## src/hw/rtl/adsr_pkg.sv

```systemverilog
// adsr_pkg: shared widths and configuration register indexes for the adsr envelope block
// no dependencies

package adsr_pkg;

    localparam int TICK_W    = 64;
    localparam int LVL_W     = 16;
    localparam int CFG_IDX_W = 3;
    localparam int DIV_STEPS = LVL_W;

    typedef logic [CFG_IDX_W-1:0] t_cfg_idx;

    localparam t_cfg_idx CFG_NOTE_START    = 3'd0;
    localparam t_cfg_idx CFG_ATTACK_LEN    = 3'd1;
    localparam t_cfg_idx CFG_DECAY_LEN     = 3'd2;
    localparam t_cfg_idx CFG_SUSTAIN_LEVEL = 3'd3;
    localparam t_cfg_idx CFG_HOLD_LEN      = 3'd4;
    localparam t_cfg_idx CFG_RELEASE_LEN   = 3'd5;
    localparam t_cfg_idx CFG_PEAK_LEVEL    = 3'd6;

endpackage

```

## src/hw/rtl/adsr_div_step.sv

```systemverilog
// adsr_div_step: one registered restoring-division step, one quotient bit per stage
// depends on adsr_pkg

module adsr_div_step
    import adsr_pkg::*;
#(
    parameter int LEN_BITS = 32
) (
    input  logic                i_clk,
    input  logic                i_rst_n,
    input  logic                i_vld,
    output logic                o_rdy,
    input  logic [LEN_BITS-1:0] i_rem,
    input  logic [LVL_W-1:0]    i_low,
    input  logic [LEN_BITS-1:0] i_den,
    input  logic                i_act,
    output logic                o_vld,
    input  logic                i_rdy,
    output logic [LEN_BITS-1:0] o_rem,
    output logic [LVL_W-1:0]    o_low,
    output logic [LEN_BITS-1:0] o_den,
    output logic                o_act
);

    logic                r_vld;
    logic [LEN_BITS-1:0] r_rem;
    logic [LVL_W-1:0]    r_low;
    logic [LEN_BITS-1:0] r_den;
    logic                r_act;

    logic [LEN_BITS:0]   rem_part;
    logic [LEN_BITS:0]   rem_diff;
    logic                q_bit;
    logic                rdy_up;

    assign rdy_up   = !r_vld || i_rdy;
    assign o_rdy    = rdy_up;
    assign rem_part = {i_rem, i_low[LVL_W-1]};
    assign rem_diff = rem_part - {1'b0, i_den};
    assign q_bit    = (rem_part >= {1'b0, i_den});

    always_ff @(posedge i_clk) begin
        if (!i_rst_n) begin
            r_vld <= 1'b0;
        end else if (rdy_up) begin
            r_vld <= i_vld;
        end
    end

    always_ff @(posedge i_clk) begin
        if (rdy_up && i_vld) begin
            r_rem <= q_bit ? rem_diff[LEN_BITS-1:0] : rem_part[LEN_BITS-1:0];
            r_low <= {i_low[LVL_W-2:0], q_bit};
            r_den <= i_den;
            r_act <= i_act;
        end
    end

    assign o_vld = r_vld;
    assign o_rem = r_rem;
    assign o_low = r_low;
    assign o_den = r_den;
    assign o_act = r_act;

endmodule

```

## config.mk

```make
export PLATFORM = sky130hd
export DESIGN_NAME = adsr_div_step
export DESIGN_NICKNAME = d
export VERILOG_FILES = /design/src/hw/rtl/adsr_pkg.sv /design/src/hw/rtl/adsr_div_step.sv
export SDC_FILE = /design/constraint.sdc
export NUM_CORES = 1
export LEC_CHECK = 0
export BUFFER_PORTS_ARGS = -buffer_cell sky130_fd_sc_hd__clkbuf_2
export CAP_MARGIN = 20
export CORE_ASPECT_RATIO = 0.5
export CORE_MARGIN = 2
export CORE_UTILIZATION = 47
export CTS_BUF_LIST = sky130_fd_sc_hd__clkbuf_4
export CTS_CLUSTER_SIZE = 28
export DETAILED_ROUTE_END_ITERATION = 8
export PLACE_DENSITY = 0.85
export SKIP_CTS_REPAIR_TIMING = 1
export SLEW_MARGIN = 20
export SYNTH_ARGS = -nofsm -noshare
export SYNTH_HDL_FRONTEND = slang
export SYNTH_SLANG_ARGS = --single-unit
```

## constraint.sdc

```tcl
create_clock -name i_clk -period 2.93 [get_ports i_clk]
set_input_delay 0.293 -clock i_clk [delete_from_list [all_inputs] [get_ports i_clk]]
set_output_delay 0.293 -clock i_clk [all_outputs]
set_load 0.03 [all_outputs]
```

==> impl_metrics.toml <==
[detailed_routing]
ant_nets = 0
finalWirelength_mm = 12.3
drt_iter0_drc = 241
viasPerCell = 5.03
vias = 4199
drc = 0
wire_per_inst_um = 14.7
first_pass_iters = 5

[worst_setup_path]
setup.worst_path.class = "in2reg"
startpoint_type = "primary input"
cp_slowest_cell = "fa_1"
cpPeakStageDelay_ns = 0.39
endpoint_kind = "flip-flop"
crit_top_cell = "a21oi_1"
path_cells = "clkbuf_2 -> inv_1 -> ha_1 -> fa_1 -> nand2b_1 -> a21oi_1 -> o2111ai_1 -> o211a_1 -> a31oi_1 -> a21oi_1 -> o41ai_2 -> xor2_1 -> mux2_4"
critPathRequiredTime_ns = 3.15
crit_path_max_fanout = 3
worstPathArrival_ns = 2.91

[logic_synthesis]
netlist_area_um2 = 4850
ys.flop_type = "edfxtp_1"
avgSynthCellArea_um2 = 11.3
syn_nets = 548
synth_seq_cells = 82
yosysTopAreaCell = "edfxtp_1"
yosysTopAreaCellShare = 0.501
synth_cells = 430
synth_seq_area_share = 0.505
synth.top_cells.by_area = "edfxtp_1, ha_1, a21oi_1"
ys_types = 55
ys_warn_count = 0
synth_edf_count = 81
async_reset_ff_frac = 0

[grt]
grt_pass1_wl_mm = 18.4
grt_pass1_vias = 3945
grt_usage = 0.212
grt.overflow.total = 0
grt_max_degree = 36
antenna_found_initial = 0

[power]
p_int_w = 0.00220
swShare = 0.340
leakagePower_nw = 3.12
cellPowerDensity_nw_per_um2 = 487
p_clk_frac = 0.217
power_switching_w = 0.00113
combPwrFrac = 0.347
irDropWorstVdd_mv = 0.284
seq_power_share = 0.436

[run_status]
outcome = "finished, final reports clean"

[floorplanning]
ios = 168
placementRows = 26
fp.dieW_um = 148
dieArea_um2 = 11200
die_height_um = 75.9
core_region_area_um2 = 10100
start_util = 0.480

[clocking]
clk_latency_ns = 0.45
htreeDepth = 3
cts_root_buf = "clkbuf_4"
cts.sinks = 82
cts_tree = "built"
cts.clk_slew.worst_paths_ns = 0.15
cts_buffers = 9
cts_buffer_depth = 2

[cells_and_area]
fin_nets = 808
diodes = 0
drive_gt1_frac = 0.453
area_delta_synth_final_pct = 41.0
final_cells = 835

[place]
dp_hpwl_mm = 9.58
io_buffers = 167
gp_congestion = 0.863
numPlacedInstances = 797

[sta]
slew_violations = 0
tightest_slew_ns = 0.663
max_freq_ghz = 0.372
rsz0062_at_grt = "no"
setup_violations = 0
finalHoldViolCount = 0
fin_crit_sh = 0.918
maxSlewHeadroom = 0.547
clock_skew_ns = 0.0130
final.min_clock_period_ns = 2.69
worst_hold_slack_ns = 0.0260

[min_path]
hp-class = "in2reg"

[flow_run]
drv_cap = 0
==> cell usage after synthesis, types with 2 or more instances <==
master and instances:
a2bb2oi_1 2, a211oi_1 2, mux2_4 4, buf_2 7, and2_1 3, edfxtp_1 81
buf_12 3, inv_1 39, nor4_1 3, clkbuf_1 5, o21bai_1 3, o21a_1 7
or2_2 2, nand2b_1 4, a21o_1 13, buf_6 2, o22ai_1 2, xor2_1 11
a31oi_1 2, nor2_1 36, nand2_1 26, mux2_2 7, xnor2_1 16, nor2b_1 2
o211ai_1 5, nand3_1 10, o21ai_0 13, a21oi_2 20, nand4_1 8, ha_1 32
a21oi_1 36
==> power by group through the flow <==
stage / sequential [W] / combinational (W) / clock [W]
floorplan: 0.00168 / 0.000550 / 0
detailed placement: 0.00148 / 0.00113 / 0
global route: 0.00146 / 0.00126 / 0.000779
finish: 0.00145 / 0.00116 / 0.000721
CTS: 0.00145 / 0.00113 / 0.000738
global placement: 0.00147 / 0.00111 / 0
==> placed cells by master, fill, tap and decap left out, types with 4 or more instances in the layout <==
cell and n:
xor2_1 11, nand4_1 8, ha_1 24, nand2_1 26
a21oi_1 36, mux2_2 7, a21oi_2 20, nand2b_1 4
o21ai_0 13, dlygate4sd3_1 22, a21o_1 13, nand3_1 10
inv_1 34, clkbuf_2 167, clkbuf_4 9, nor2_1 36
inv_6 4, edfxtp_1 81, o21a_1 7, o211ai_1 5
buf_4 75, xnor2_1 16, mux2_4 4, ha_4 8
==> area by class of cell <==
class                   count  area (um^2)
multi-input cells         292         2240
clock buffers               9         67.6
flip-flops and latches     82         2450
inverters                  39          169
clock inverters             7         83.8
well taps                 140          175
repair buffers            266         1660
fillers                   807         3270
==> logic make-up after synthesis <==
logic type / share of synthesized area
AOI/OAI and AO/OA: 0.169
and+or+nand+nor: 0.101
DFF: 0.505
buffers and inverters: 0.0583
adders and majority gates: 0.0866
xor gates and xnor gates: 0.0487
muxes: 0.0307
==> state kept, by name (all words and copies together) (netlist names) <==
name and flops:
o_act 1, o_den 32, o_low 16, o_rem 32, o_vld 1
==> final timing paths <==
check	from	end	slack, ns	cells past startpoint
max	i_low[15]	o_rem[30]	0.24	13
max reg2reg	o_vld	o_den[8]	1.35	3
min	i_den[27]	o_den[27]	0.03	1
min reg2reg	o_vld	o_vld	0.56	2
==> layer usage <==
layer	global-route usage	vias up	wire [um]
li1	-	2099	-
met1	0.270	1958	5410
met2	0.378	128	6180
met3	0.0443	14	602
met4	0.0588	0	124
met5	0	-	0
==> worst max-delay path, delay by kind of cell <==
family / cells / cell delay, ns
AO/OA/AOI/OAI: 6 / 1.34
XOR/XNOR: 1 / 0.11
adder cells (fa/ha/maj): 2 / 0.61
buffers and inverters: 2 / 0.13
multiplexers: 1 / 0.26
AND/OR/NAND/NOR: 1 / 0.17
==> through the flow <==
| step | power [W] | setup TNS [ns] | cell area (um^2) | setup WS [ns] | util |
|---|---|---|---|---|---|
| CTS | 0.00332 | 0 | 6620 | 0.151 | 0.654 |
| global placement | 0.00259 | -5.17 | 6460 | -0.204 | 0.639 |
| detailed placement | 0.00261 | -5.28 | 6460 | -0.342 | 0.639 |
| floorplan | 0.00223 | -0.275 | 5020 | -0.0688 | - |
| finish | 0.00333 | 0 | 6840 | 0.241 | 0.676 |
| global route | 0.00350 | 0 | 6840 | 0.0445 | 0.676 |
Note: power is estimated with default switching activity, not from simulation.
