[config.mk]
export PLATFORM = sky130hd
export DESIGN_NAME = adsr_front
export DESIGN_NICKNAME = d
export VERILOG_FILES = /design/src/hw/rtl/adsr_pkg.sv /design/src/hw/rtl/adsr_front.sv
export SDC_FILE = /design/constraint.sdc
export NUM_CORES = 2
export LEC_CHECK = 0
export ABC_CLOCK_PERIOD_IN_PS = 11700
export BUFFER_PORTS_ARGS = -buffer_cell sky130_fd_sc_hd__buf_2
export CAP_MARGIN = 20
export CORE_ASPECT_RATIO = 1.1
export CORE_UTILIZATION = 45
export CTS_CLUSTER_SIZE = 8
export DETAILED_ROUTE_END_ITERATION = 6
export PLACE_DENSITY = 0.69
export REMOVE_ABC_BUFFERS = 1
export SKIP_LAST_GASP = 1
export SLEW_MARGIN = 25
export SYNTH_ARGS = -nofsm -noshare
export SYNTH_HDL_FRONTEND = slang
export SYNTH_SLANG_ARGS = --single-unit
[constraint.sdc]
create_clock -name i_clk -period 11.7 [get_ports i_clk]
set_clock_uncertainty 0.1 [all_clocks]
set_input_delay 1.17 -clock i_clk [delete_from_list [all_inputs] [get_ports i_clk]]
set_output_delay 1.17 -clock i_clk [all_outputs]
set_load 0.01 [all_outputs]
[src/hw/rtl/adsr_pkg.sv]
// adsr_pkg: shared widths and configuration register indexes for the adsr envelope block
// no dependencies

package adsr_pkg;

    localparam int TICK_W    = 64;
    localparam int LVL_W     = 16;
    localparam int CFG_IDX_W = 3;
    localparam int DIV_STEPS = LVL_W;

    typedef logic [CFG_IDX_W-1:0] t_cfg_idx;

    localparam t_cfg_idx CFG_NOTE_START    = 3'd0;
    localparam t_cfg_idx CFG_ATTACK_LEN    = 3'd1;
    localparam t_cfg_idx CFG_DECAY_LEN     = 3'd2;
    localparam t_cfg_idx CFG_SUSTAIN_LEVEL = 3'd3;
    localparam t_cfg_idx CFG_HOLD_LEN      = 3'd4;
    localparam t_cfg_idx CFG_RELEASE_LEN   = 3'd5;
    localparam t_cfg_idx CFG_PEAK_LEVEL    = 3'd6;

endpackage

[src/hw/rtl/adsr_front.sv]
// adsr_front: four pipeline stages from query time to ramp numerator and length
// depends on adsr_pkg; configuration values come from adsr_cfg

module adsr_front
    import adsr_pkg::*;
#(
    parameter int LEN_BITS = 32
) (
    input  logic                       i_clk,
    input  logic                       i_rst_n,
    input  logic                       i_vld,
    output logic                       o_rdy,
    input  logic [TICK_W-1:0]          i_now_tick,
    input  logic [TICK_W-1:0]          i_note_start,
    input  logic [LEN_BITS-1:0]        i_attack_len,
    input  logic [LEN_BITS-1:0]        i_decay_len,
    input  logic [LEN_BITS-1:0]        i_hold_len,
    input  logic [LEN_BITS-1:0]        i_release_len,
    input  logic [LVL_W-1:0]           i_peak_level,
    input  logic [LVL_W-1:0]           i_sus_level,
    input  logic [LEN_BITS:0]          i_ad_sum,
    input  logic [LEN_BITS:0]          i_hr_sum,
    output logic                       o_vld,
    input  logic                       i_rdy,
    output logic [LEN_BITS+LVL_W-1:0]  o_num,
    output logic [LEN_BITS-1:0]        o_den,
    output logic                       o_act
);

    localparam int NW = LEN_BITS + LVL_W;

    typedef enum logic [2:0] {
        ZN_OFF,
        ZN_ATK,
        ZN_DEC,
        ZN_SUS,
        ZN_REL
    } t_zone;

    // stage a: offset from note start
    logic              r_a_vld;
    logic [TICK_W-1:0] r_a_e;
    logic              r_a_ge;
    // stage b: zone and ramp offsets
    logic                r_b_vld;
    t_zone               r_b_zone;
    logic [LEN_BITS-1:0] r_b_x;
    logic [LEN_BITS-1:0] r_b_y;
    logic                r_b_act;
    // stage c: products
    logic                r_c_vld;
    t_zone               r_c_zone;
    logic [NW-1:0]       r_c_p1;
    logic [NW-1:0]       r_c_p2;
    logic [LEN_BITS-1:0] r_c_den;
    logic                r_c_act;
    // stage d: numerator
    logic                r_d_vld;
    logic [NW-1:0]       r_d_num;
    logic [LEN_BITS-1:0] r_d_den;
    logic                r_d_act;

    logic rdy_a, rdy_b, rdy_c, rdy_d;

    assign rdy_d = !r_d_vld || i_rdy;
    assign rdy_c = !r_c_vld || rdy_d;
    assign rdy_b = !r_b_vld || rdy_c;
    assign rdy_a = !r_a_vld || rdy_b;
    assign o_rdy = rdy_a;

    // stage b logic
    logic                e_hi_zero, e_hi1_zero;
    logic [LEN_BITS-1:0] e_lo;
    logic [LEN_BITS:0]   e_lo1;
    logic                lt_atk, lt_ad, lt_hold, lt_hr;
    logic [LEN_BITS:0]   d_dec, y_dec, y_rel;
    t_zone               n_b_zone;
    logic [LEN_BITS-1:0] n_b_x, n_b_y;
    logic                n_b_act;

    assign e_hi_zero  = (r_a_e[TICK_W-1:LEN_BITS] == '0);
    assign e_hi1_zero = (r_a_e[TICK_W-1:LEN_BITS+1] == '0);
    assign e_lo       = r_a_e[LEN_BITS-1:0];
    assign e_lo1      = r_a_e[LEN_BITS:0];
    assign lt_atk     = e_hi_zero && (e_lo < i_attack_len);
    assign lt_hold    = e_hi_zero && (e_lo < i_hold_len);
    assign lt_ad      = e_hi1_zero && (e_lo1 < i_ad_sum);
    assign lt_hr      = e_hi1_zero && (e_lo1 < i_hr_sum);
    assign d_dec      = e_lo1 - {1'b0, i_attack_len};
    assign y_dec      = i_ad_sum - e_lo1;
    assign y_rel      = i_hr_sum - e_lo1;
    assign n_b_act    = r_a_ge && lt_hr;

    always_comb begin
        n_b_zone = ZN_OFF;
        n_b_x    = '0;
        n_b_y    = '0;
        priority if (!n_b_act) begin
            n_b_zone = ZN_OFF;
        end else if (lt_atk) begin
            n_b_zone = ZN_ATK;
            n_b_x    = e_lo;
        end else if (lt_ad) begin
            n_b_zone = ZN_DEC;
            n_b_x    = d_dec[LEN_BITS-1:0];
            n_b_y    = y_dec[LEN_BITS-1:0];
        end else if (lt_hold) begin
            n_b_zone = ZN_SUS;
        end else begin
            n_b_zone = ZN_REL;
            n_b_x    = y_rel[LEN_BITS-1:0];
        end
    end

    // stage c logic
    logic [LVL_W-1:0]    c_a1;
    logic [LEN_BITS-1:0] n_c_den;
    logic [NW-1:0]       n_c_p1, n_c_p2;

    always_comb begin
        c_a1    = i_sus_level;
        n_c_den = LEN_BITS'(1);
        unique case (r_b_zone)
            ZN_ATK: begin
                c_a1    = i_peak_level;
                n_c_den = i_attack_len;
            end
            ZN_DEC: n_c_den = i_decay_len;
            ZN_REL: n_c_den = i_release_len;
            ZN_OFF, ZN_SUS: n_c_den = LEN_BITS'(1);
            default: n_c_den = LEN_BITS'(1);
        endcase
    end

    assign n_c_p1 = {{LEN_BITS{1'b0}}, c_a1} * {{LVL_W{1'b0}}, r_b_x};
    assign n_c_p2 = {{LEN_BITS{1'b0}}, i_peak_level} * {{LVL_W{1'b0}}, r_b_y};

    // stage d logic
    logic [NW-1:0] n_d_num;

    assign n_d_num = (r_c_zone == ZN_SUS) ? {{LEN_BITS{1'b0}}, i_sus_level}
                                          : (r_c_p1 + r_c_p2);

    always_ff @(posedge i_clk) begin
        if (!i_rst_n) begin
            r_a_vld <= 1'b0;
            r_b_vld <= 1'b0;
            r_c_vld <= 1'b0;
            r_d_vld <= 1'b0;
        end else begin
            if (rdy_a) r_a_vld <= i_vld;
            if (rdy_b) r_b_vld <= r_a_vld;
            if (rdy_c) r_c_vld <= r_b_vld;
            if (rdy_d) r_d_vld <= r_c_vld;
        end
    end

    always_ff @(posedge i_clk) begin
        if (rdy_a && i_vld) begin
            r_a_e  <= i_now_tick - i_note_start;
            r_a_ge <= (i_now_tick >= i_note_start);
        end
        if (rdy_b && r_a_vld) begin
            r_b_zone <= n_b_zone;
            r_b_x    <= n_b_x;
            r_b_y    <= n_b_y;
            r_b_act  <= n_b_act;
        end
        if (rdy_c && r_b_vld) begin
            r_c_zone <= r_b_zone;
            r_c_p1   <= n_c_p1;
            r_c_p2   <= n_c_p2;
            r_c_den  <= n_c_den;
            r_c_act  <= r_b_act;
        end
        if (rdy_d && r_c_vld) begin
            r_d_num <= n_d_num;
            r_d_den <= r_c_den;
            r_d_act <= r_c_act;
        end
    end

    assign o_vld = r_d_vld;
    assign o_num = r_d_num;
    assign o_den = r_d_den;
    assign o_act = r_d_act;

endmodule

==> impl_summary.md <==
Drt
The average wire per standard cell is approximately 22 um. After detailed routing, the number of remaining DRC violations is 0. The first detailed-routing pass took 5 iterations. The first routing iteration left about 3500 violations.

The post-detailed-route via-to-cell ratio is approximately 5.6. The routed wire length is 184 mm. In this run the remaining antenna-violating nets after routing total 0. The vias after detailed routing is between 40000 and 50000.

Timing
The number of setup violations in the final report is 0. In this run the tightest slew margin relative to its limit is a little under a quarter. The count of final max-slew check failures was 0.

Timing would allow up to approximately 0.11 GHz. In the finished design, the share of the clock period the worst path needs comes to 76.9%. The final hold violation count is 0. The final worst slack is approximately 2.7 ns. Final hold analysis gives a worst-case slack of ~0.31 ns. The accumulated negative setup slack is 0 ns. The pin slew with the least headroom to its limit is 1.15 ns. Setup repair after global routing left no endpoint under its margin. For the finished layout, the period the worst path requires is ~9.0 ns.

Placement
The number of buffers inserted by port buffering is 440. The post-detailed-placement cell area is roughly 62000 um^2. The final RePlAce weighted congestion is just under 1. The setup slack after placement is 2.26 ns. The number of placed instances with taps included is 8303. The half-perimeter wire length after placement is between 100 and 150 mm.

Synth
The synthesized netlist occupies a cell area of a little under 60000 um^2. The gate count of the mapped netlist is 6387. After synthesis, the share of flip-flops with an asynchronous set or reset is 0%. Yosys mapped the design onto 76 distinct sky130hd cell types. The synthesized design spends more area on one cell type than any other, namely fa_1.

By area the synthesized netlist is led by fa_1 (29%), edfxtp_1 (18%), ha_1 (12%), inv_1 (7.5%), nand2_1 (5.4%). Yosys printed 0 warnings. The most used flip-flop cell after synthesis is edfxtp_1. The synthesized design devotes to its leading area cell type between 20% and 30% of total area. Synthesis inferred 350 register bits. The commonest cells after synthesis are inv_1 (1152), fa_1 (841), nand2_1 (830), ha_1 (542), and2_1 (403). A synthesized cell averages approximately 9.0 um^2. Sequential cells were found to cover 18.1% of the synthesized design area. Among all cell types in the netlist, the one instantiated most often is inv_1. The synthesized design contains between 300 and 400 enable-type register cells.

Power and ir drop
The switching power share of the total is roughly 34%. The relative contribution of combinational cells to total power is a little under a third. In this run the static leakage power is around 30 nW. The total internal power is ~2.8 mW.

The switching power is 1.44 mW. Registers are responsible for 35.8% of the overall power. VDD sags by at most 0.0944 mV. Dividing total power by cell area gives a power density of 66.7 nW/um^2.

In this run, the clock network consumes between 30% and 40% of the power.

Finish
From synthesis to final layout, the design area changed by 9.26%. The post-route netlist has a little under a tenth of its cells at a drive strength greater than 1. The final standard cell area without fillers is 63100 um^2. The final instance count without filler cells is between 8000 and 9000. The number of nets in the final layout is 8429.

Run status
The run finished with clean final reports.

Setup path
STA classifies the critical path endpoint as a register. STA puts the critical path data required time at 11.97 ns. The data arrival time of the worst path is about 9.3 ns. The category of the critical setup timing path is reg -> reg.

STA classifies the critical path startpoint as a register. The biggest fanout along the worst timing path is 32.

Clocking
The number of gates resized after CTS was 0. Clock latency on the worst-skew pair, taken at its later pin, is 0.65 ns. The H-tree depth reported by CTS is 2.

The quantity of hold-fixing buffers added after cts is 0. Clock-pin slew was measured on the worst setup and hold paths at 0.05 ns. In this run the post-CTS setup repair buffer count came out at 0. The buffer levels on the longest clock path is 3. TritonCTS built the clock tree. CTS placed an instance of clkbuf_16 at the clock tree root. The tree built by TritonCTS fans out to 350 sinks.

The number of buffers created by CTS is 51.

Min path
The type of the most critical hold path is reg -> reg.

Floorplanning
Row generation in the floorplan step produced 137 rows. The die is 378 um tall. The effective utilization at floorplan is between 40% and 50%. The overall die area is 130000 um^2. From left edge to right edge, the die measures approximately 340 um.

In this run the count of I/O pins placed on the die edge is 441. In this run the standard cell core region covers between 100000 and 150000 um^2.

Global routing
The first global-routing pass estimated around 280 mm of wire. Across every metal layer, demand over resource in global routing totals approximately 29%. The total overflow left after global routing is 0. The via count of the first global-routing pass came to between 40000 and 50000.

The pin count of the biggest net entering global routing is a little under 70. The number of antenna violations at the first check in global routing was 32.

Job
The max-capacitance violation count is 0.
area by class of cell:
class | instances | area [um^2]
antenna | 7 | 17.5
timing repair buffer | 505 | 2690
tap | 1668 | 2090
sequential | 350 | 10500
inverter | 1152 | 4320
multi-input combinational | 4628 | 42100
clock inverter | 5 | 65.1
clock buffer | 64 | 1380
fill | 12007 | 63900
worst paths after layout:
check / from / endpoint / slack (ns) / cells after the start
min: r_c_den[13] / o_den[13] / 0.31 / 0
max: r_b_zone[0] / r_c_p1[47] / 2.70 / 26
max reg2reg: r_b_zone[0] / r_c_p1[47] / 2.70 / 26
min reg2reg: r_c_den[13] / o_den[13] / 0.31 / 0
registers in the layout, indices dropped and copies added (netlist names), 3 cells and up:
register,count
r_c_p1,48
r_c_zone,3
o_den,32
r_b_y,32
r_c_p2,48
o_num,48
r_b_x,32
r_a_e,64
r_c_den,32
r_b_zone,3
routing by layer:
| metal | track usage [%] | wire, um | vias up |
|---|---|---|---|
| met5 | 0 | 142 | - |
| met4 | 12.6 | 9460 | 22 |
| met3 | 5.82 | 16000 | 428 |
| met2 | 48.4 | 87900 | 2086 |
| met1 | 35.0 | 70800 | 23196 |
| li1 | - | - | 21148 |
layout by cell type, fill, tap and decap left out, types with 13 or more instances in the layout:
| master | Yosys | final |
|---|---|---|
| xor2_1 | 89 | 89 |
| a21o_1 | 177 | 177 |
| fa_1 | 841 | 841 |
| o21a_1 | 38 | 38 |
| buf_4 | 0 | 64 |
| nor2b_1 | 65 | 61 |
| xnor2_1 | 171 | 171 |
| o21bai_1 | 44 | 44 |
| or3_1 | 17 | 17 |
| nor2_1 | 273 | 273 |
| edfxtp_1 | 346 | 346 |
| and3_1 | 28 | 28 |
| a211oi_1 | 57 | 57 |
| buf_2 | 9 | 440 |
| nand3_1 | 60 | 60 |
| and2_1 | 403 | 403 |
| o21ai_0 | 218 | 218 |
| a21oi_1 | 322 | 322 |
| ha_1 | 542 | 542 |
| inv_1 | 1152 | 1152 |
| a22oi_1 | 51 | 51 |
| a31oi_1 | 25 | 24 |
| o31ai_1 | 17 | 17 |
| clkbuf_16 | 0 | 53 |
| o211ai_1 | 19 | 19 |
| nand2b_1 | 45 | 45 |
| mux2_2 | 16 | 16 |
| nor3_1 | 53 | 51 |
| nand4_1 | 49 | 49 |
| nor4_1 | 13 | 13 |
| nand2_1 | 830 | 830 |
power by group through the flow:
stage | combinational (mW) | sequential, mW | clock, mW
floorplan | 0.828 | 1.50 | 0
global placement | 1.26 | 1.53 | 0
detailed placement | 1.27 | 1.53 | 0
CTS | 1.27 | 1.51 | 1.44
global route | 1.40 | 1.51 | 1.48
finish | 1.29 | 1.51 | 1.41
cells by family after synthesis:
| kind of cell | share of synthesized area [%] |
|---|---|
| compound gates | 12.1 |
| xor+xnor | 3.94 |
| fa+ha+maj | 40.9 |
| buf+inv | 9.18 |
| flops | 18.1 |
| mux | 0.364 |
| simple gates | 15.3 |
critical path, stage by stage, from the launching register on:
cell	delay (ns)
edfxtp_1	0.46
nor2b_4	0.22
nor2b_1	0.26
buf_4	0.34
mux2_2	0.91
nand2_1	0.19
fa_1	0.55
fa_1	0.47
fa_1	0.54
inv_1	0.06
fa_1	0.48
fa_1	0.49
inv_1	0.05
fa_1	0.47
inv_1	0.04
ha_1	0.34
a211oi_1	0.27
nor2_1	0.11
o41ai_1	0.36
a31oi_1	0.18
o22a_1	0.29
a311o_1	0.46
a2111o_1	0.40
a31oi_1	0.27
o21ai_0	0.12
a21oi_1	0.19
xnor2_1	0.07
through the flow:
step / total power, mW / utilization, %
6_report: 4.21 / 49.7
3_3_place_gp: 2.78 / 48.5
2_1_floorplan: 2.33 / -
3_5_place_dp: 2.80 / 48.5
5_1_grt: 4.39 / 49.7
4_1_cts: 4.22 / 49.7
(Power assumes the default switching activity.)
