===== config.mk =====
export PLATFORM = sky130hd
export DESIGN_NAME = adsr_cfg
export DESIGN_NICKNAME = d
export VERILOG_FILES = /design/src/hw/rtl/adsr_pkg.sv /design/src/hw/rtl/adsr_cfg.sv
export SDC_FILE = /design/constraint.sdc
export NUM_CORES = 1
export LEC_CHECK = 0
export ABC_CLOCK_PERIOD_IN_PS = 6900
export BUFFER_PORTS_ARGS = -buffer_cell sky130_fd_sc_hd__buf_4
export CAP_MARGIN = 20
export CORE_MARGIN = 2
export CORE_UTILIZATION = 30
export DETAILED_ROUTE_END_ITERATION = 7
export PLACE_DENSITY = 0.45
export SLEW_MARGIN = 10
export SYNTH_ARGS = -nofsm -noshare
export SYNTH_HDL_FRONTEND = slang
export SYNTH_SLANG_ARGS = --single-unit

===== constraint.sdc =====
create_clock -name i_clk -period 6.9 [get_ports i_clk]
set_input_delay 0.345 -clock i_clk [delete_from_list [all_inputs] [get_ports i_clk]]
set_output_delay 0.345 -clock i_clk [all_outputs]
set_load 0.005 [all_outputs]

===== src/hw/rtl/adsr_pkg.sv =====
// adsr_pkg: shared widths and configuration register indexes for the adsr envelope block
// no dependencies

package adsr_pkg;

    localparam int TICK_W    = 64;
    localparam int LVL_W     = 16;
    localparam int CFG_IDX_W = 3;
    localparam int DIV_STEPS = LVL_W;

    typedef logic [CFG_IDX_W-1:0] t_cfg_idx;

    localparam t_cfg_idx CFG_NOTE_START    = 3'd0;
    localparam t_cfg_idx CFG_ATTACK_LEN    = 3'd1;
    localparam t_cfg_idx CFG_DECAY_LEN     = 3'd2;
    localparam t_cfg_idx CFG_SUSTAIN_LEVEL = 3'd3;
    localparam t_cfg_idx CFG_HOLD_LEN      = 3'd4;
    localparam t_cfg_idx CFG_RELEASE_LEN   = 3'd5;
    localparam t_cfg_idx CFG_PEAK_LEVEL    = 3'd6;

endpackage


===== src/hw/rtl/adsr_cfg.sv =====
// adsr_cfg: configuration registers plus registered sustain level and zone end sums
// depends on adsr_pkg

module adsr_cfg
    import adsr_pkg::*;
#(
    parameter int LEN_BITS = 32
) (
    input  logic                i_clk,
    input  logic                i_rst_n,
    input  logic                i_cfg_valid,
    output logic                o_cfg_ready,
    input  t_cfg_idx            i_cfg_index,
    input  logic [TICK_W-1:0]   i_cfg_data,
    output logic [TICK_W-1:0]   o_note_start,
    output logic [LEN_BITS-1:0] o_attack_len,
    output logic [LEN_BITS-1:0] o_decay_len,
    output logic [LEN_BITS-1:0] o_hold_len,
    output logic [LEN_BITS-1:0] o_release_len,
    output logic [LVL_W-1:0]    o_peak_level,
    output logic [LVL_W-1:0]    o_sus_level,
    output logic [LEN_BITS:0]   o_ad_sum,
    output logic [LEN_BITS:0]   o_hr_sum
);

    logic [TICK_W-1:0]   r_note_start;
    logic [LEN_BITS-1:0] r_attack_len;
    logic [LEN_BITS-1:0] r_decay_len;
    logic [LVL_W-1:0]    r_sustain_level;
    logic [LEN_BITS-1:0] r_hold_len;
    logic [LEN_BITS-1:0] r_release_len;
    logic [LVL_W-1:0]    r_peak_level;
    logic [LVL_W-1:0]    r_sus_level;
    logic [LEN_BITS:0]   r_ad_sum;
    logic [LEN_BITS:0]   r_hr_sum;
    logic [2*LVL_W-1:0]  n_sus_prod;

    assign o_cfg_ready = 1'b1;
    assign n_sus_prod  = r_peak_level * r_sustain_level;

    always_ff @(posedge i_clk) begin
        if (!i_rst_n) begin
            r_note_start    <= '0;
            r_attack_len    <= '0;
            r_decay_len     <= '0;
            r_sustain_level <= '0;
            r_hold_len      <= '0;
            r_release_len   <= '0;
            r_peak_level    <= '0;
            r_sus_level     <= '0;
            r_ad_sum        <= '0;
            r_hr_sum        <= '0;
        end else begin
            if (i_cfg_valid) begin
                unique case (i_cfg_index)
                    CFG_NOTE_START:    r_note_start    <= i_cfg_data;
                    CFG_ATTACK_LEN:    r_attack_len    <= i_cfg_data[LEN_BITS-1:0];
                    CFG_DECAY_LEN:     r_decay_len     <= i_cfg_data[LEN_BITS-1:0];
                    CFG_SUSTAIN_LEVEL: r_sustain_level <= i_cfg_data[LVL_W-1:0];
                    CFG_HOLD_LEN:      r_hold_len      <= i_cfg_data[LEN_BITS-1:0];
                    CFG_RELEASE_LEN:   r_release_len   <= i_cfg_data[LEN_BITS-1:0];
                    CFG_PEAK_LEVEL:    r_peak_level    <= i_cfg_data[LVL_W-1:0];
                    default: ;
                endcase
            end
            r_sus_level <= n_sus_prod[2*LVL_W-1:LVL_W];
            r_ad_sum    <= {1'b0, r_attack_len} + {1'b0, r_decay_len};
            r_hr_sum    <= {1'b0, r_hold_len} + {1'b0, r_release_len};
        end
    end

    assign o_note_start  = r_note_start;
    assign o_attack_len  = r_attack_len;
    assign o_decay_len   = r_decay_len;
    assign o_hold_len    = r_hold_len;
    assign o_release_len = r_release_len;
    assign o_peak_level  = r_peak_level;
    assign o_sus_level   = r_sus_level;
    assign o_ad_sum      = r_ad_sum;
    assign o_hr_sum      = r_hr_sum;

endmodule


==> summary.md, run 1 <==
| Metric | Value |
|---|---|
| Final GP Congestion | 0.889 |
| Startpoint class of the critical path | flip-flop |
| Final WL | 77900 µm |
| Max IR drop VDD | 0.000151 V |
| Total negative slack | 0 ns |
| # diodes | 0 |
| Postcts setup bufs | 0 |
| Initial Utilization | 0.303 |
| Slew HR | 0.410 |
| Layout Nets | 3379 |
| Busiest grt layer | met2 |
| PD cells | 158 mW/mm² |
| Num ports | 361 |
| Die W | 273 µm |
| Crit path kind | reg -> reg |
| Largest net degree at the start of global routing | 151 |
| Post-DRT Antenna Nets | 0 |
| DRT Pass-1 Iters | 5 |
| Hold path cells | 3 |
| WP data required | 7.36 ns |
| Worst-path clk slew | 0.06 ns |
| Post-synth EDFFs | 0 |
| Inserted Clock Buffers | 38 |
| Post-synth ARST share | 0 |
| Final period utilization | 0.910 |
| Synth Area in Compound Gates | 0.140 |
| Ranking of synthesized cells by area | dfxtp_1, fa_1, nand2_1 |
| Slew Limit Fails | 0 |
| Via count | 19200 |
| TritonCTS clock tree | yes |
| Mapped Area | 0.0217 mm² |
| Inst Count DP | 3859 |
| Critical path capture point type | flip-flop |
| Leakage Power | 12.0 nW |
| Yosys warnings | 0 |
| Grt met3 use | 0.0542 |
| DRC | 0 |
| Starting DRT DRC Count | 986 |
| Peak Freq | 159 MHz |
| Top_reg_cell synth | dfxtp_1 |
| Syn avg cell area | 8.17 µm² |
| Most frequent cells in the layout | nand2_1, buf_4, a21oi_1, dfxtp_1, inv_1 |
| Met1 GRT Util | 0.237 |
| Detailed-route vias per instance | 4.90 |
| CORE AREA | 0.0715 mm² |
| Sequential cell area | 0.00613 mm² |
| Final setup viols | 0 |
| Reg-to-reg endpoint | o_sus_level[15] |
| Share of cells above drive strength 1 | 0.158 |
| Mux cell area share after synthesis | 0.00647 |
| Slack of the worst reg-to-reg path | 0.62 ns |
| Sequential cell area fraction in the yosys report | 0.283 |
| M2 GR Usage | 0.374 |
| Layout area overhead | 22.6% |
| Port bufs | 359 |
| Overall routing resource usage | 0.207 |
| Yosys top cell by area | dfxtp_1 |
| GRT overflow | 0 |
| Clk_skew | 0.0171 ns |
| Tmin final | 6.28 ns |
| Syn Nets | 3082 |
| RSZ-0062 raised after global routing | false |
| Final hold vios | 0 |
| Htree depth | 2 |
| Hold Path Origin | i_cfg_data[35] |
| Reg-to-Reg Start | o_peak_level[7] |
| Fillers | 7455 |
| Longest Clk Path Bufs | 3 |
| Library cells used by synthesis | 69 |
| Worst hold path class | in -> reg |
| Hpwl dp | 60000 µm |
| Clk_lat worst skew | 0.55 ns |
| Sink Count | 306 |
| Initial antenna violation count | 4 |
| Main combinational cell family by area after synthesis | adder cells |
| Worst R2R Path Depth | 19 |
| Layout Cells excl Fill | 3924 |
| Commonest non-fill, non-tap cell in the layout | nand2_1 |
| Max-cap violation count | 0 |
| Crit-path cells | nand2_1, fa_1, inv_1, fa_1, inv_1, fa_1, inv_1, fa_1, fa_1, inv_1, fa_1, inv_1, ha_1, a21oi_1, o21ai_0, a2111oi_4, a211oi_1, or3_1, a21oi_1 |
| First-pass GRT wire length | 119000 µm |
| Slowest-stage cell, CP | dfxtp_1 |
| Root Driver | clkbuf_16 |
| Critical Path Most Common Cell | fa_1 |
| Crit path DAT | 6.73 ns |
| Die area | 0.0744 mm² |
| Yosys reg bits | 306 |
| Post-CTS Hold Buffers | 0 |
| Chip Height | 273 µm |
| Post-Synthesis Cells | 2652 |
| Post-Synth XOR/XNOR Area | 0.0210 |
| WHS Endpoint | o_note_start[35] |
| Synth top area share | 0.283 |
| Post-synthesis adder-cell area fraction | 0.276 |
| Site Rows | 98 |
| Max stage delay on crit path | 0.82 ns |
| CTS resizes | 0 |
| Max FO, Critical Path | 18 |
| Status | complete, no violations |
| Multi-input gate area | 0.0142 mm² |
| Tightest Pin Transition | 0.884 ns |
| WL/cell | 19.8 µm |
| Vias in the first global route | 19900 |
| Post-Synth Simple-Gate Area | 0.210 |
## metrics by stage
step / hold slack (ns) / util / cell area, µm² / worst slack, ns / power, mW
2_1_floorplan: 0.453 / - / 21700 / 1.15 / 2.01
3_3_place_gp: 0.443 / 0.354 / 25300 / 0.685 / 2.21
3_5_place_dp: 0.449 / 0.354 / 25300 / 0.644 / 2.21
4_1_cts: 0.00604 / 0.371 / 26600 / 0.631 / 4.26
5_1_grt: 0.0167 / 0.371 / 26600 / 0.314 / 4.35
6_report: 0.0366 / 0.371 / 26600 / 0.623 / 4.18
## final cells by class
cell class,count,area share
clock inverters,14,0.00627
flip-flops and latches,306,0.231
repair buffers,390,0.111
clock buffers,51,0.0407
inverters,234,0.0334
well taps,950,0.0448
multi-input cells,1979,0.533
## where the power goes
group          total, mW  switching (mW)  internal (mW)  leakage, nW
Combinational      0.320           0.198          0.122         8.93
Sequential          1.85          0.0417           1.80         2.48
Clock               2.02           0.804           1.21        0.614
## cells by family (layout without fill, tap and decap cells)
group                    Yosys count  after routing
other                              1              1
flip-flops                       306            306
adder cells (fa/ha/maj)          360            360
AND/OR/NAND/NOR                 1035           1035
XOR/XNOR                          52             52
AO/OA/AOI/OAI                    517            517
buffers and inverters            367            689
multiplexers                      14             14
## per-layer routing
layer,share of wire,wire length [µm]
met3,0.068,5290
met2,0.51,39700
met5,0.00074,58
met1,0.39,30600
met4,0.029,2230
## sequential cells by signal (all words and copies together), names as in the netlist
register         cells
o_note_start        64
o_peak_level        16
o_hold_len          32
o_attack_len        32
o_hr_sum            33
r_sustain_level     16
o_release_len       32
o_ad_sum            33
o_sus_level         16
o_decay_len         32
## critical path, delay by kind of cell, from the launching register on
family          cells  cell delay (ns)
fa+ha+maj           7             3.30
compound gates      5             1.24
flops               1             0.82
buf+inv             5             0.25
simple gates        2             0.55
## synth_stat cells, types with 8 or more instances
library cell / count
nand2b_1: 21
nor2b_1: 11
o21ai_1: 12
inv_1: 233
a21o_1: 36
nor2_1: 95
a21oi_1: 322
o31ai_1: 8
nor3_1: 21
a211oi_1: 13
o21bai_1: 9
nand3_1: 26
fa_1: 195
dfxtp_1: 306
mux2i_1: 14
nand4_1: 16
o211ai_1: 10
o21ai_0: 35
nand2_1: 670
and3_1: 12
and2_1: 130
ha_1: 165
xnor2_1: 29
xor2_1: 23
clkbuf_1: 129
o21a_1: 18
## worst max path at each step
stage                                 from              end  depth (start not counted)
after global placement     o_peak_level[7]  o_sus_level[15]                         19
final                      o_peak_level[7]  o_sus_level[15]                         19
after floorplan           o_peak_level[13]  o_sus_level[15]                         19
after global routing       o_peak_level[7]  o_sus_level[15]                         19
after CTS                 o_peak_level[12]  o_sus_level[15]                         17
after detailed placement  o_peak_level[12]  o_sus_level[15]                         17
Power figures use the tool's default switching activity.
==> run 2, diff against run 1 <==
--- a/config.mk
+++ b/config.mk
@@ -10,6 +10,7 @@
 export CAP_MARGIN = 20
 export CORE_MARGIN = 2
 export CORE_UTILIZATION = 30
+export CTS_BUF_LIST = sky130_fd_sc_hd__clkbuf_4
 export DETAILED_ROUTE_END_ITERATION = 7
 export PLACE_DENSITY = 0.45
 export SLEW_MARGIN = 10
==> run 2 against run 1 <==
  * Die area stayed put
  * Final area is 1.7% higher
  * Utilization is 0.62 points higher
  * Critical path depth stayed put
  * Combinational power is 9.7% higher
  * Flip-flop and latch count stayed put
  * Worst hold slack better by 0.098 ns
  * Via count is 2.7% higher
  * Cell count is 3.6% higher
  * Count of clock-buffer cells in the layout is 67 higher
  * Critical endpoint unchanged
  * Largest power group is now registers
==> summary.md, run 2 (synthesis gave the netlist of run 1 again) <==
| Metric | Value |
|---|---|
| Sequential cell area | 0.00613 mm² |
| Site Rows | 98 |
| First-pass GRT wire length | 121000 µm |
| Max stage delay on crit path | 0.82 ns |
| Post-DRT Antenna Nets | 0 |
| Multi-input gate area | 0.0142 mm² |
| Crit-path cells | nand2_1, fa_1, inv_1, fa_1, inv_1, fa_1, inv_1, fa_1, fa_1, inv_1, fa_1, inv_1, ha_1, a21oi_1, o21ai_0, a2111oi_4, a211oi_1, or3_1, a21oi_1 |
| Slowest-stage cell, CP | dfxtp_1 |
| TritonCTS clock tree | yes |
| WHS Endpoint | o_peak_level[9] |
| Crit path DAT | 7.04 ns |
| Worst slack, placed | 0.644 ns |
| Max FO, Critical Path | 18 |
| Reg-to-Reg Start | o_peak_level[7] |
| Hold Path Origin | i_cfg_index[2] |
| Worst R2R Path Depth | 19 |
| Startpoint class of the critical path | flip-flop |
| Starting DRT DRC Count | 1043 |
| Slack of the worst reg-to-reg path | 0.55 ns |
| Slew HR | 0.401 |
| Inserted Clock Buffers | 88 |
| Sink Count | 306 |
| Total negative slack | 0 ns |
| WL/cell | 19.4 µm |
| Htree depth | 3 |
| Die W | 273 µm |
| Clk_skew | 0.0640 ns |
| Vias in the first global route | 20500 |
| Overall routing resource usage | 0.210 |
| Slack of the critical path | 0.553 ns |
| DRT Pass-1 Iters | 5 |
| Num ports | 361 |
| Longest Clk Path Bufs | 3 |
| Most frequent cells in the layout | nand2_1, buf_4, a21oi_1, dfxtp_1, inv_1 |
| Leakage Power | 12.3 nW |
| Final setup viols | 0 |
| PD cells | 142 mW/mm² |
| Max IR drop VDD | 0.000115 V |
| Root Driver | clkbuf_4 |
| RSZ-0062 raised after global routing | false |
| Share of cells above drive strength 1 | 0.172 |
| Slew Limit Fails | 0 |
| WP data required | 7.60 ns |
| Hold path cells | 5 |
| Chip Height | 273 µm |
| Worst hold path class | in -> reg |
| Largest net degree at the start of global routing | 151 |
| Fillers | 7485 |
| Peak Freq | 158 MHz |
| Port bufs | 359 |
| Status | complete, no violations |
| Critical path capture point type | flip-flop |
| Tot Pwr | 3.85 mW |
| Commonest non-fill, non-tap cell in the layout | nand2_1 |
| Final hold vios | 0 |
| Initial antenna violation count | 5 |
| Die area | 0.0744 mm² |
| Hpwl dp | 60000 µm |
| CORE AREA | 0.0715 mm² |
| Final WL | 78800 µm |
| Crit path kind | reg -> reg |
| Worst-path clk slew | 0.06 ns |
| Max-cap violation count | 0 |
| Tightest Pin Transition | 0.899 ns |
| Clk_lat worst skew | 0.83 ns |
| Critical Path Most Common Cell | fa_1 |
| Reg-to-reg endpoint | o_sus_level[15] |
| Tmin final | 6.35 ns |
| Final GP Congestion | 0.889 |
| Via count | 19700 |
| Layout area overhead | 24.7% |
| GRT overflow | 0 |
| DRC | 0 |
| Layout Nets | 3494 |
| Detailed-route vias per instance | 4.85 |
| Final period utilization | 0.920 |
| Max reg flops | 64 |
| Initial Utilization | 0.303 |
run 2: changes by cell type in the layout (fill, tap and decap cells not counted), sizes merged:
cell         previous run  this run
clkinv                  8        18
diode                   0         3
bufinv                  3         2
inv                   236       235
clkbuf                 51       118
dlygate4sd3             0        65
run 2: worst max-delay path by stage:
stage	startpoint	end	slack [ns]	cells past startpoint
4_1_cts	o_peak_level[7]	o_sus_level[15]	0.56	19
5_1_grt	o_peak_level[7]	o_sus_level[15]	0.24	19
6_report	o_peak_level[7]	o_sus_level[15]	0.55	19
3_5_place_dp	o_peak_level[12]	o_sus_level[15]	0.64	17
3_3_place_gp	o_peak_level[7]	o_sus_level[15]	0.68	19
2_1_floorplan	o_peak_level[13]	o_sus_level[15]	1.15	19
run 2: layer usage:
| metal | vias up | share of wire | track usage |
|---|---|---|---|
| met4 | 6 | 0.031 | 0.0722 |
| li1 | 9472 | - | - |
| met1 | 9603 | 0.39 | 0.235 |
| met5 | - | 0.00047 | 0 |
| met3 | 134 | 0.066 | 0.0583 |
| met2 | 513 | 0.51 | 0.380 |
run 2: timing repair:
| item | CTS | global route |
|---|---|---|
| resized for setup | 0 | 0 |
| setup buffers | 0 | 0 |
| setup endpoints to repair | 0 | 0 |
| endpoints found under the hold margin | 227 | 0 |
| hold buffers | 65 | 0 |
run 2: final cells by class:
cell class | count | area share
multi-input cells | 1979 | 0.525
flip-flops and latches | 306 | 0.227
repair buffers | 455 | 0.133
well taps | 950 | 0.0440
clock buffers | 118 | 0.0328
inverters | 234 | 0.0328
clock inverters | 22 | 0.00547
diodes | 3 | 0.000278
run 2: worst max-delay path: cells and delay by family, from the launching register on:
| family | cells | cell delay (ns) |
|---|---|---|
| flops | 1 | 0.82 |
| compound gates | 5 | 1.24 |
| fa+ha+maj | 7 | 3.32 |
| buf+inv | 5 | 0.27 |
| simple gates | 2 | 0.55 |
run 2: per-stage QoR:
stage	util	hold slack, ns	instances	cell area [µm²]
3_5_place_dp	0.354	0.449	3859	25300
6_report	0.378	0.135	4067	27000
5_1_grt	0.378	0.127	4066	27000
3_3_place_gp	0.354	0.443	3858	25300
4_1_cts	0.378	0.0490	4064	27000
2_1_floorplan	-	0.453	2652	21700
run 2: where the power goes:
part,internal (mW),switching (mW)
clock network,0.856,0.792
registers,1.80,0.0419
logic,0.146,0.205
==> run 3, diff against run 2 <==
--- a/config.mk
+++ b/config.mk
@@ -5,14 +5,15 @@
 export SDC_FILE = /design/constraint.sdc
 export NUM_CORES = 1
 export LEC_CHECK = 0
-export ABC_CLOCK_PERIOD_IN_PS = 6900
+export ABC_CLOCK_PERIOD_IN_PS = 5290
 export BUFFER_PORTS_ARGS = -buffer_cell sky130_fd_sc_hd__buf_4
 export CAP_MARGIN = 20
 export CORE_MARGIN = 2
 export CORE_UTILIZATION = 30
 export CTS_BUF_LIST = sky130_fd_sc_hd__clkbuf_4
 export DETAILED_ROUTE_END_ITERATION = 7
-export PLACE_DENSITY = 0.45
+export PLACE_DENSITY = 0.47
+export REMOVE_ABC_BUFFERS = 1
 export SLEW_MARGIN = 10
 export SYNTH_ARGS = -nofsm -noshare
 export SYNTH_HDL_FRONTEND = slang
==> constraint.sdc (replaced) <==
create_clock -name i_clk -period 5.29 [get_ports i_clk]
set_input_delay 0.2645 -clock i_clk [delete_from_list [all_inputs] [get_ports i_clk]]
set_output_delay 0.2645 -clock i_clk [all_outputs]
set_load 0.005 [all_outputs]
==> run 3 against run 2 <==
  * Flip-flop and latch count stayed put
  * Register-to-register slack worse by 0.86 ns
  * Worst setup slack worse by 0.86 ns
  * Maximum frequency is 13% higher
  * Clock power is 33% higher
  * Worst hold slack worse by 0.014 ns
  * Sequential share of layout area is 1.3 points lower
  * Non-clock buffer count is 158 higher
  * Highest routed layer unchanged
  * The flow now finishes with violations (negative setup slack)
  * Sequential power is 29% higher
  * Power is 32% higher
  * Final area is 7.6% higher
  * Via count is 3.7% higher
==> summary.md, run 3 (synthesis gave the netlist of run 1 again) <==
| Metric | Value |
|---|---|
| Startpoint class of the critical path | flip-flop |
| Fillers | 7320 |
| Post-place instance area | 0.0264 mm² |
| Final setup viols | 14 |
| CORE AREA | 0.0715 mm² |
| Detailed-route vias per instance | 4.85 |
| Port bufs | 359 |
| Tightest Pin Transition | 1.05 ns |
| Final period utilization | 1.06 |
| Initial antenna violation count | 2 |
| Hpwl dp | 62000 µm |
| Htree depth | 3 |
| Max FO, Critical Path | 7 |
| Cell area after layout | 0.0290 mm² |
| Inserted Clock Buffers | 84 |
| Slew Limit Fails | 0 |
| CP startpoint | o_peak_level[8] |
| Worst hold path class | in -> reg |
| Final WL | 79800 µm |
| Multi-input gate area | 0.0148 mm² |
| Buf+Inv Stages, Crit Path | 5 |
| Slowest-stage cell, CP | fa_2 |
| PD cells | 175 mW/mm² |
| Failing checks | negative setup slack |
| Clk_skew | 0.0458 ns |
| Crit path kind | reg -> reg |
| Slack of the critical path | -0.308 ns |
| First-pass GRT wire length | 122000 µm |
| Post-DRT Antenna Nets | 0 |
| Chip Height | 273 µm |
| TritonCTS clock tree | yes |
| Worst-path clk slew | 0.06 ns |
| Leakage Power | 13.2 nW |
| Die area | 0.0744 mm² |
| Final hold vios | 0 |
| Overall routing resource usage | 0.212 |
| Peak Freq | 179 MHz |
| Hold Path Origin | i_cfg_index[1] |
| Critical path capture point type | flip-flop |
| Via count | 20500 |
| Largest net degree at the start of global routing | 141 |
| Layout Nets | 3648 |
| Commonest non-fill, non-tap cell in the layout | nand2_1 |
| Slew HR | 0.301 |
| Site Rows | 98 |
| Longest Clk Path Bufs | 3 |
| Total negative slack | -1.89 ns |
| Num ports | 361 |
| WL/cell | 18.9 µm |
| GRT overflow | 0 |
| Starting DRT DRC Count | 1042 |
| Layout area overhead | 34.1% |
| Layout Cells excl Fill | 4223 |
| Max-cap violation count | 0 |
| Die W | 273 µm |
| Root Driver | clkbuf_4 |
| Status | complete, but fails checks |
| Inst Count DP | 3994 |
| DRT Pass-1 Iters | 7 |
| Vias in the first global route | 21000 |
| Share of cells above drive strength 1 | 0.259 |
| DRC | 0 |
| WP data required | 6.01 ns |
| Critical Path Most Common Cell | inv_2 |
| Max reg flops | 64 |
| Final core occ | 0.406 |
| RSZ-0062 raised after global routing | true |
| Max IR drop VDD | 0.000152 V |
| Hold slack final | 0.121 ns |
| Crit-path cells | buf_12, and2_4, fa_1, inv_2, fa_2, fa_2, inv_2, fa_2, fa_1, inv_2, fa_1, inv_2, ha_4, and2_4, nand2_2, or4b_4, a311oi_4, a311o_1, mux2i_1 |
| Clk_lat worst skew | 0.81 ns |
| Tmin final | 5.60 ns |
| Final GP Congestion | 0.875 |
| Initial Utilization | 0.303 |
| Most frequent cells in the layout | nand2_1, buf_4, a21oi_1, dfxtp_1, inv_1 |
| Max stage delay on crit path | 0.58 ns |
| Sink Count | 306 |
| CP delay by family, top | adder cells |
| Sequential cell area | 0.00620 mm² |
| Crit path DAT | 6.32 ns |
| Reg-to-Reg Start | o_peak_level[8] |
## run 3: cell count changes in the layout (fill, tap and decap cells not counted), sizes merged
cell	before	now
clkinv	18	10
inv	235	239
buf	390	548
diode	3	1
clkbuf	118	123
clkinvlp	1	0
## run 3: worst reg2reg max path, stage by stage (launching register included)
cell      delay, ns
dfxtp_2        0.34
buf_12         0.13
and2_4         0.14
fa_1           0.54
inv_2          0.04
fa_2           0.44
fa_2           0.59
inv_2          0.04
fa_2           0.46
fa_1           0.50
inv_2          0.04
fa_1           0.48
inv_2          0.05
ha_4           0.25
and2_4         0.14
nand2_2        0.05
or4b_4         0.51
a311oi_4       0.38
a311o_1        0.23
mux2i_1        0.18
## run 3: layout make-up
class,instances,share of cell area
diodes,1,0.0000861
multi-input cells,1979,0.509
well taps,950,0.0409
clock inverters,17,0.00452
flip-flops and latches,306,0.213
clock buffers,123,0.0318
repair buffers,613,0.169
inverters,234,0.0305
## run 3: power breakdown
| group | switching, mW | internal [mW] |
|---|---|---|
| Clock | 1.04 | 1.16 |
| Combinational | 0.284 | 0.215 |
| Sequential | 0.0422 | 2.35 |
## run 3: stage by stage
step	power (mW)	setup slack, ns
floorplan	2.61	-0.325
global placement	2.89	-0.463
detailed placement	2.90	-0.528
CTS	5.19	-0.251
global route	5.36	-0.443
finish	5.09	-0.308
## run 3: final timing paths
check / to / slack (ns) / cells after the start
max: o_sus_level[11] / -0.31 / 19
min: o_hold_len[17] / 0.12 / 5
max reg2reg: o_sus_level[11] / -0.31 / 19
min reg2reg: o_note_start[5] / 0.46 / 2
## run 3: timing repair
| item | in CTS | in global routing |
|---|---|---|
| hold endpoints to repair | 240 | 0 |
| resized for setup | 136 | 89 |
| endpoints found under the setup margin | 16 | 16 |
| pin swaps | 76 | 69 |
| setup buffers | 15 | 11 |
| hold buffers | 65 | 0 |
## run 3: layer usage
metal | vias up | share of wire | global-route usage
li1 | 9778 | - | -
met5 | - | 0.00016 | 0
met3 | 120 | 0.063 | 0.0522
met1 | 10000 | 0.39 | 0.244
met4 | 2 | 0.028 | 0.0688
met2 | 546 | 0.51 | 0.381
